### src/tccw_pkg.sv
// ----------------------------------------------------------------------------
// tccw_pkg
// Shared types and constants of the text console cursor writer: command and
// result codes, transfer payloads and the queue entry between front and back.
// ----------------------------------------------------------------------------
package tccw_pkg;

    // screen geometry defaults
    localparam int COLUMNS_DEF = 80;
    localparam int ROWS_DEF    = 25;

    // result field widths
    localparam int CELL_W = 11;
    localparam int SROW_W = 5;
    localparam int SCOL_W = 7;

    // command codes
    localparam logic [1:0] CMD_PUT_CHAR = 2'd0;
    localparam logic [1:0] CMD_HEX2     = 2'd1;
    localparam logic [1:0] CMD_HEX8     = 2'd2;
    localparam logic [1:0] CMD_CLEAR    = 2'd3;

    // result operation codes
    localparam logic [1:0] OP_WRITE        = 2'd0;
    localparam logic [1:0] OP_CLEAR_ROW    = 2'd1;
    localparam logic [1:0] OP_CLEAR_SCREEN = 2'd2;

    // character constants
    localparam logic [7:0] CHAR_NEWLINE = 8'h0A;
    localparam logic [7:0] CHAR_ZERO    = 8'h30;
    localparam logic [7:0] CHAR_A       = 8'h41;

    // attribute register reset value
    localparam logic [7:0] ATTR_RESET = 8'h02;

    // classified command kind
    typedef enum logic [1:0] {
        KIND_CHAR,
        KIND_HEX2,
        KIND_HEX8,
        KIND_CLEAR
    } t_kind;

    typedef struct packed {
        logic [1:0]  cmd;
        logic [31:0] value;
    } t_in_item;

    typedef struct packed {
        logic [1:0]        op;
        logic [CELL_W-1:0] cell_index;
        logic [SROW_W-1:0] screen_row;
        logic [SCOL_W-1:0] screen_col;
        logic [7:0]        char_code;
        logic [7:0]        attr_byte;
        logic              last;
    } t_out_item;

    // queue entry: kind, first hex digit to print, value
    typedef struct packed {
        t_kind       kind;
        logic [2:0]  first_digit;
        logic [31:0] value;
    } t_entry;

    // uppercase hex character of a nibble
    function automatic logic [7:0] hex_char(input logic [3:0] nib);
        logic [7:0] ch;
        if (nib < 4'd10) begin
            ch = CHAR_ZERO + {4'd0, nib};
        end else begin
            ch = CHAR_A + {4'd0, nib} - 8'd10;
        end
        return ch;
    endfunction

endpackage

### src/tccw_front.sv
// ----------------------------------------------------------------------------
// tccw_front
// Accepts commands, classifies them into kinds with their first hex digit,
// and holds them in a two-entry queue for the back end.
// ----------------------------------------------------------------------------
module tccw_front import tccw_pkg::*; (
    input  logic     i_clk,
    input  logic     i_rst_n,
    input  logic     i_in_valid,
    output logic     o_in_stall,
    input  t_in_item i_in_data,
    output logic     o_head_valid,
    output t_entry   o_head,
    input  logic     i_pop
);

    t_entry     r_mem [2];
    logic       r_wr_ptr, n_wr_ptr;
    logic       r_rd_ptr, n_rd_ptr;
    logic [1:0] r_count, n_count;
    t_entry     w_entry;
    logic       w_push;

    // classify the incoming command
    always_comb begin
        w_entry.value = i_in_data.value;
        unique case (i_in_data.cmd)
            CMD_PUT_CHAR: begin
                w_entry.kind        = KIND_CHAR;
                w_entry.first_digit = 3'd0;
            end
            CMD_HEX2: begin
                w_entry.kind        = KIND_HEX2;
                w_entry.first_digit = 3'd1;
                w_entry.value       = {24'd0, i_in_data.value[7:0]};
            end
            CMD_HEX8: begin
                w_entry.kind        = KIND_HEX8;
                w_entry.first_digit = 3'd7;
            end
            default: begin
                w_entry.kind        = KIND_CLEAR;
                w_entry.first_digit = 3'd0;
            end
        endcase
    end

    assign o_in_stall   = (r_count == 2'd2);
    assign w_push       = i_in_valid && !o_in_stall;
    assign o_head_valid = (r_count != 2'd0);
    assign o_head       = r_mem[r_rd_ptr];

    // queue pointers and fill count
    always_comb begin
        n_wr_ptr = w_push ? !r_wr_ptr : r_wr_ptr;
        n_rd_ptr = i_pop ? !r_rd_ptr : r_rd_ptr;
        n_count  = r_count + {1'b0, w_push} - {1'b0, i_pop};
    end

    always_ff @(posedge i_clk) begin
        if (!i_rst_n) begin
            r_wr_ptr <= 1'b0;
            r_rd_ptr <= 1'b0;
            r_count  <= 2'd0;
        end else begin
            r_wr_ptr <= n_wr_ptr;
            r_rd_ptr <= n_rd_ptr;
            r_count  <= n_count;
        end
    end

    // queue storage
    always_ff @(posedge i_clk) begin
        if (w_push) begin
            r_mem[r_wr_ptr] <= w_entry;
        end
    end

endmodule

### src/tccw_back.sv
// ----------------------------------------------------------------------------
// tccw_back
// Sequencer that expands the queue head into screen-update results, one per
// cycle while the output is not stalled, keeps the cursor and the attribute
// register, and drives the output register.
// ----------------------------------------------------------------------------
module tccw_back import tccw_pkg::*; #(
    parameter int COLUMNS = COLUMNS_DEF,
    parameter int ROWS    = ROWS_DEF
) (
    input  logic      i_clk,
    input  logic      i_rst_n,
    input  logic      i_cfg_wr_en,
    input  logic [7:0] i_cfg_wr_data,
    input  logic      i_head_valid,
    input  t_entry    i_head,
    output logic      o_pop,
    output logic      o_out_valid,
    input  logic      i_out_stall,
    output t_out_item o_out_data
);

    localparam int COL_W = $clog2(COLUMNS + 1);
    localparam int ROW_W = $clog2(ROWS);
    localparam int IDX_W = $clog2(ROWS * COLUMNS) + 1;

    logic [ROW_W-1:0] r_row, n_row;
    logic [COL_W-1:0] r_col, n_col;
    logic [2:0]       r_digit, n_digit;
    logic             r_started, n_started;
    logic [7:0]       r_attr;
    logic             r_out_valid;
    t_out_item        r_out, n_out;

    logic             w_adv;
    logic             w_done;
    logic [2:0]       w_cur_digit;
    logic [31:0]      w_shifted;
    logic [7:0]       w_ch;
    logic [ROW_W-1:0] w_row_next;
    logic [IDX_W-1:0] w_idx_write;
    logic [IDX_W-1:0] w_idx_next_row;

    assign w_adv = i_head_valid && (!r_out_valid || !i_out_stall);
    assign o_pop = w_adv && w_done;

    // current character of the head item
    assign w_cur_digit = r_started ? r_digit : i_head.first_digit;
    assign w_shifted   = i_head.value >> {w_cur_digit, 2'b00};
    assign w_ch        = (i_head.kind == KIND_CHAR) ? i_head.value[7:0]
                                                    : hex_char(w_shifted[3:0]);

    // next row with wrap, and cell indices
    assign w_row_next     = (r_row == ROW_W'(ROWS - 1)) ? '0 : r_row + 1'b1;
    assign w_idx_write    = IDX_W'(r_row) * IDX_W'(COLUMNS) + IDX_W'(r_col);
    assign w_idx_next_row = IDX_W'(w_row_next) * IDX_W'(COLUMNS);

    // result and cursor update for the head item
    always_comb begin
        n_row     = r_row;
        n_col     = r_col;
        n_digit   = r_digit;
        n_started = r_started;
        n_out     = '0;
        w_done    = 1'b0;
        priority if (i_head.kind == KIND_CLEAR) begin
            n_out.op   = OP_CLEAR_SCREEN;
            n_out.last = 1'b1;
            n_row      = '0;
            n_col      = '0;
            n_started  = 1'b0;
            w_done     = 1'b1;
        end else if (i_head.kind == KIND_CHAR && w_ch == CHAR_NEWLINE) begin
            n_out.op         = OP_CLEAR_ROW;
            n_out.cell_index = CELL_W'(w_idx_next_row);
            n_out.screen_row = SROW_W'(w_row_next);
            n_out.last       = 1'b1;
            n_row            = w_row_next;
            n_col            = '0;
            n_started        = 1'b0;
            w_done           = 1'b1;
        end else if (r_col >= COL_W'(COLUMNS)) begin
            // full row: wrap and clear before writing
            n_out.op         = OP_CLEAR_ROW;
            n_out.cell_index = CELL_W'(w_idx_next_row);
            n_out.screen_row = SROW_W'(w_row_next);
            n_row            = w_row_next;
            n_col            = '0;
            n_digit          = w_cur_digit;
            n_started        = 1'b1;
        end else begin
            n_out.op         = OP_WRITE;
            n_out.cell_index = CELL_W'(w_idx_write);
            n_out.screen_row = SROW_W'(r_row);
            n_out.screen_col = SCOL_W'(r_col);
            n_out.char_code  = w_ch;
            n_out.attr_byte  = r_attr;
            n_out.last       = (w_cur_digit == 3'd0);
            n_col            = r_col + 1'b1;
            if (w_cur_digit == 3'd0) begin
                n_started = 1'b0;
                w_done    = 1'b1;
            end else begin
                n_digit   = w_cur_digit - 3'd1;
                n_started = 1'b1;
            end
        end
    end

    // cursor and sequencer state
    always_ff @(posedge i_clk) begin
        if (!i_rst_n) begin
            r_row     <= '0;
            r_col     <= '0;
            r_digit   <= 3'd0;
            r_started <= 1'b0;
        end else if (w_adv) begin
            r_row     <= n_row;
            r_col     <= n_col;
            r_digit   <= n_digit;
            r_started <= n_started;
        end
    end

    // attribute register
    always_ff @(posedge i_clk) begin
        if (!i_rst_n) begin
            r_attr <= ATTR_RESET;
        end else if (i_cfg_wr_en) begin
            r_attr <= i_cfg_wr_data;
        end
    end

    // output register
    always_ff @(posedge i_clk) begin
        if (!i_rst_n) begin
            r_out_valid <= 1'b0;
        end else if (w_adv) begin
            r_out_valid <= 1'b1;
        end else if (!i_out_stall) begin
            r_out_valid <= 1'b0;
        end
    end

    always_ff @(posedge i_clk) begin
        if (w_adv) begin
            r_out <= n_out;
        end
    end

    assign o_out_valid = r_out_valid;
    assign o_out_data  = r_out;

endmodule

### src/text_console_cursor_writer_core.sv
// ----------------------------------------------------------------------------
// text_console_cursor_writer_core
// Text console cursor writer: turns character, hex and clear commands into
// write-cell, clear-row and clear-screen results over a character screen.
// ----------------------------------------------------------------------------
// A command produces one to nine results (a character or newline one, a
// wrapping character two, a hex2 two or three, a hex8 eight or nine, a clear
// one), delivered by the single back-end sequencer, which sets the throughput,
// at one result per cycle while the output is not stalled. A two-entry command
// queue sits in front of the sequencer, so commands are taken while earlier
// ones are still being expanded, and the first result of a command enters the
// output register once it is at the queue head and the output is not stalled.
// The attribute byte is written through i_cfg_wr_en; the user must do so only
// while the block is idle, which the block does not enforce; it resets to 0x02.
module text_console_cursor_writer_core import tccw_pkg::*; #(
    parameter int COLUMNS = COLUMNS_DEF,
    parameter int ROWS    = ROWS_DEF
) (
    input  logic       i_clk,
    input  logic       i_rst_n,
    input  logic       i_cfg_wr_en,
    input  logic [7:0] i_cfg_wr_data,
    input  logic       i_in_valid,
    output logic       o_in_stall,
    input  t_in_item   i_in_data,
    output logic       o_out_valid,
    input  logic       i_out_stall,
    output t_out_item  o_out_data
);

    logic   w_head_valid;
    t_entry w_head;
    logic   w_pop;

    // command intake and queue
    tccw_front u_front (
        .i_clk        (i_clk),
        .i_rst_n      (i_rst_n),
        .i_in_valid   (i_in_valid),
        .o_in_stall   (o_in_stall),
        .i_in_data    (i_in_data),
        .o_head_valid (w_head_valid),
        .o_head       (w_head),
        .i_pop        (w_pop)
    );

    // result sequencer
    tccw_back #(
        .COLUMNS (COLUMNS),
        .ROWS    (ROWS)
    ) u_back (
        .i_clk         (i_clk),
        .i_rst_n       (i_rst_n),
        .i_cfg_wr_en   (i_cfg_wr_en),
        .i_cfg_wr_data (i_cfg_wr_data),
        .i_head_valid  (w_head_valid),
        .i_head        (w_head),
        .o_pop         (w_pop),
        .o_out_valid   (o_out_valid),
        .i_out_stall   (i_out_stall),
        .o_out_data    (o_out_data)
    );

    // a clear-screen result always ends its command
    a_clear_screen_last: assert property (@(posedge i_clk) disable iff (!i_rst_n)
        o_out_valid && o_out_data.op == OP_CLEAR_SCREEN |-> o_out_data.last)
        else $error("clear-screen result not marked last");

    // row clears carry no column, character or attribute
    a_clear_row_fields: assert property (@(posedge i_clk) disable iff (!i_rst_n)
        o_out_valid && o_out_data.op == OP_CLEAR_ROW |->
        o_out_data.screen_col == '0 && o_out_data.char_code == '0 &&
        o_out_data.attr_byte == '0)
        else $error("clear-row result with nonzero fields");

    // only the three result codes appear
    a_op_code: assert property (@(posedge i_clk) disable iff (!i_rst_n)
        o_out_valid |-> o_out_data.op == OP_WRITE || o_out_data.op == OP_CLEAR_ROW ||
        o_out_data.op == OP_CLEAR_SCREEN)
        else $error("invalid result operation code");

endmodule
### config.mk
export PLATFORM = sky130hd
export DESIGN_NAME = text_console_cursor_writer_core
export DESIGN_NICKNAME = d
export VERILOG_FILES = /design/src/tccw_pkg.sv /design/src/tccw_front.sv /design/src/tccw_back.sv /design/src/text_console_cursor_writer_core.sv
export SDC_FILE = /design/constraint.sdc
export NUM_CORES = 1
export LEC_CHECK = 0
export BUFFER_PORTS_ARGS = -buffer_cell sky130_fd_sc_hd__buf_4
export CAP_MARGIN = 0
export CORE_MARGIN = 2
export CORE_UTILIZATION = 60
export CTS_CLUSTER_SIZE = 12
export DETAILED_ROUTE_END_ITERATION = 6
export PLACE_DENSITY = 0.82
export SYNTH_ARGS = -nofsm -noshare
export SYNTH_HDL_FRONTEND = slang
export SYNTH_SLANG_ARGS = --single-unit
### constraint.sdc
create_clock -name i_clk -period 8.8 [get_ports i_clk]
set_clock_uncertainty 0.2 [all_clocks]
set_input_delay 0.88 -clock i_clk [delete_from_list [all_inputs] [get_ports i_clk]]
set_output_delay 0.88 -clock i_clk [all_outputs]
set_load 0.005 [all_outputs]
==> results.cfg <==
[pwr]
p_comb_share_pct = 33.1
p_clk_share_pct = 29.1
seqPwrFrac_pct = 37.8
p_leak_nw = 3.258
power_switching_mw = 0.8320
p_per_area_nw_per_um2 = 310.6
internal_power_mw = 1.741
switching_share_pct = 32.34
vdd_drop_max_mv = 0.2098

[critical_path]
worstSetupPathType = reg2reg
crit-reg2reg-launch = u_back.r_started
start_kind = flop
crit_path_end_kind = flop
crit_arrival_ns = 4.47
cp_max_fo = 24
r2r-end = u_front.r_count[1]
rr_worst_depth = 14
critPathRequiredTime_ns = 8.91
rrSetupSlack_ns = 4.45

[logic_synthesis]
synth_common_cells = 110 x edfxtp_1, 44 x nand2_1, 44 x nor2b_1
yosysTopAreaCellShare_pct = 47.83
yosys.area_share.adder_pct = 5.761
synth-main-ff-cell = edfxtp_1
syn_area_um2 = 6907
synth.most_common_cell = edfxtp_1
synth_edf_count = 110
synth_cell_types = 61
synthCells = 577
synth_nets = 654
yosys.area.top_type = edfxtp_1
post_synth.cell_area_avg_um2 = 11.97
synth-seq-area-share_pct = 56.52
synth-seq-cells = 140
synth_compound_area_share_pct = 11.41
yosys_warnings = 0
async_flop_share_pct = 0
synthTopCellsByArea = edfxtp_1 48%, dfxtp_1 8.7%, ha_1 4.9%
synth-simple-area-share_pct = 14.96
synth_top_family_by_area = simple AND/OR/NAND/NOR gates
synth.area.mux_share_pct = 5.761
synthXorXnorAreaFrac_pct = 1.775

[global_route]
grtUsageTotal_pct = 24.62
grt_pass1_wl_mm = 23.90
grt_pass1_vias = 4874
grt_max_degree = 44
antenna_found_initial = 0
grt.overflow.total = 0

[layout]
nNetsFinal = 742
stdcell_count = 821
syn2layout_area_growth_pct = 19.93
fillCellCount = 782
drive_gt1_share_pct = 22.86
antennaDiodeCount = 0

[detailed_routing]
routed_wl_mm = 14.49
vias = 4785
wl_per_cell_um = 17.65
drc = 1
via_per_inst = 5.828
ant_nets = 0
first_pass_iters = 7
drtIter0Drc = 399

[timing]
finalSetupViolations = 0
period_share_pct = 49.44
fmax_ghz = 0.2298
final_max_slew_viol_count = 0
worst_pin_slew_ns = 0.9110
fin_crit_ns = 4.351
relSlewSlack_pct = 39.26
tns_ns = 0
finalHoldViolCount = 0
rsz0062_at_grt = false

[floorplanning]
start_util_pct = 61.01
fp.dieH_um = 111.3
die_area_um2 = 12390
fp.dieW_um = 111.3
core_um2 = 11320
io_pins = 91
fp-row-count = 39

[outcome]
violations = DRC
status = finished with violations

[cts]
cts_made_buffers = 17
clock_sinks = 140
cts-resized-gates = 0
clk_pin_slew_ns = 0.06
post_cts_buffers = 0
clk_latency_ns = 0.42
h-tree-depth = 4
cts_root_buffer = clkbuf_16
tritoncts = built
holdBufCountCts = 0
cts_max_path_buffers = 2

[min_path]
hold_path_class = reg2reg
min_to = u_back.r_attr[1]
holdPathStages = 2
hold_start = u_back.r_attr[1]

[placed_design]
gp_congestion = 0.8846
placedCellCount = 789
dpl.hpwl_mm = 9.991
io_buffers = 90

[run]
drv_cap = 0
cell usage in the layout, fill, tap and decap left out, types with 5 or more instances in the layout:
cell	instances
mux4_2	5
xor2_1	6
a22oi_1	5
a211oi_1	7
nand2_1	44
nand2b_1	6
and2_1	20
a21boi_0	6
nand3_1	13
o21ai_0	15
nor3_1	9
nor2_1	30
inv_1	29
a21oi_1	23
mux2i_1	15
and3_1	7
buf_4	97
clkbuf_16	17
xnor2_1	8
a221oi_1	11
nor2b_1	44
o21a_1	5
dfxtp_1	30
mux2_2	10
ha_1	27
a21o_1	5
edfxtp_1	110
cell type report:
cell class	count	area, um2	area share (%)
Sequential cell	140	3904	47.13
Tap cell	143	178.9	2.160
Inverter	30	112.6	1.360
Clock inverter	12	170.2	2.054
Timing Repair Buffer	97	728.2	8.792
Clock buffer	20	446.7	5.393
Multi-Input combinational cell	379	2743	33.11
cells by family (layout without fill, tap and decap cells):
| group | Yosys count | in the layout |
|---|---|---|
| adders and majority gates | 30 | 30 |
| AOI/OAI and AO/OA | 110 | 110 |
| and+or+nand+nor | 194 | 194 |
| DFF | 140 | 140 |
| muxes | 31 | 31 |
| xor gates and xnor gates | 14 | 14 |
| buffers and inverters | 58 | 159 |
state kept, by name, summed over array words and instances (netlist names), named ones only:
register / cells
u_back.o_out_data: 38
u_back.o_out_valid: 1
u_back.r_attr: 8
u_back.r_col: 7
u_back.r_digit: 3
u_back.r_row: 5
u_back.r_started: 1
u_front.r_count: 2
u_front.r_mem: 72
u_front.r_rd_ptr: 1
u_front.r_wr_ptr: 1
worst max-delay path, cell delays in order, from the launching register on:
cell     delay, ns
dfxtp_1       0.82
inv_1         0.33
a21oi_2       0.80
inv_1         0.26
ha_1          0.28
ha_1          0.19
a21oi_1       0.10
and2_1        0.21
nor2_1        0.09
ha_1          0.32
inv_1         0.04
ha_1          0.17
xnor2_1       0.14
xnor2_1       0.13
and2_1        0.15
metrics by stage:
stage	utilization, %	worst slack [ns]	total power [mW]	hold WS [ns]	instance area [um2]
CTS	73.17	4.455	2.582	0.2833	8283
finish	73.17	4.449	2.573	0.2832	8283
detailed placement	67.72	4.479	1.830	0.2686	7666
global route	73.17	4.021	2.714	0.3122	8283
floorplan	-	5.674	1.555	0.2327	6907
global placement	67.72	4.530	1.805	0.2474	7666
power by group through the flow:
stage,registers [mW],logic [mW],clock network [mW]
6_report,0.972,0.853,0.748
5_1_grt,0.986,0.942,0.785
4_1_cts,0.972,0.854,0.756
3_5_place_dp,0.984,0.846,0
3_3_place_gp,0.979,0.826,0
2_1_floorplan,0.956,0.599,0
how the worst max path moves through the flow:
stage / to / cells past startpoint / slack, ns / startpoint
detailed placement: u_front.r_count[1] / 14 / 4.48 / u_back.r_started
finish: u_front.r_count[1] / 14 / 4.45 / u_back.r_started
global placement: u_front.r_count[1] / 14 / 4.53 / u_back.r_started
CTS: u_front.r_count[1] / 14 / 4.46 / u_back.r_started
floorplan: u_front.r_mem[0][0] / 2 / 5.67 / i_in_valid
global route: u_front.r_count[1] / 14 / 4.02 / u_back.r_started
routing by layer:
metal	GRT usage (%)	wire length, um
met1	30.01	5897
met2	42.24	7641
met5	0	0
met3	4.593	603
met4	12.02	352
Power figures use the tool's default switching activity.
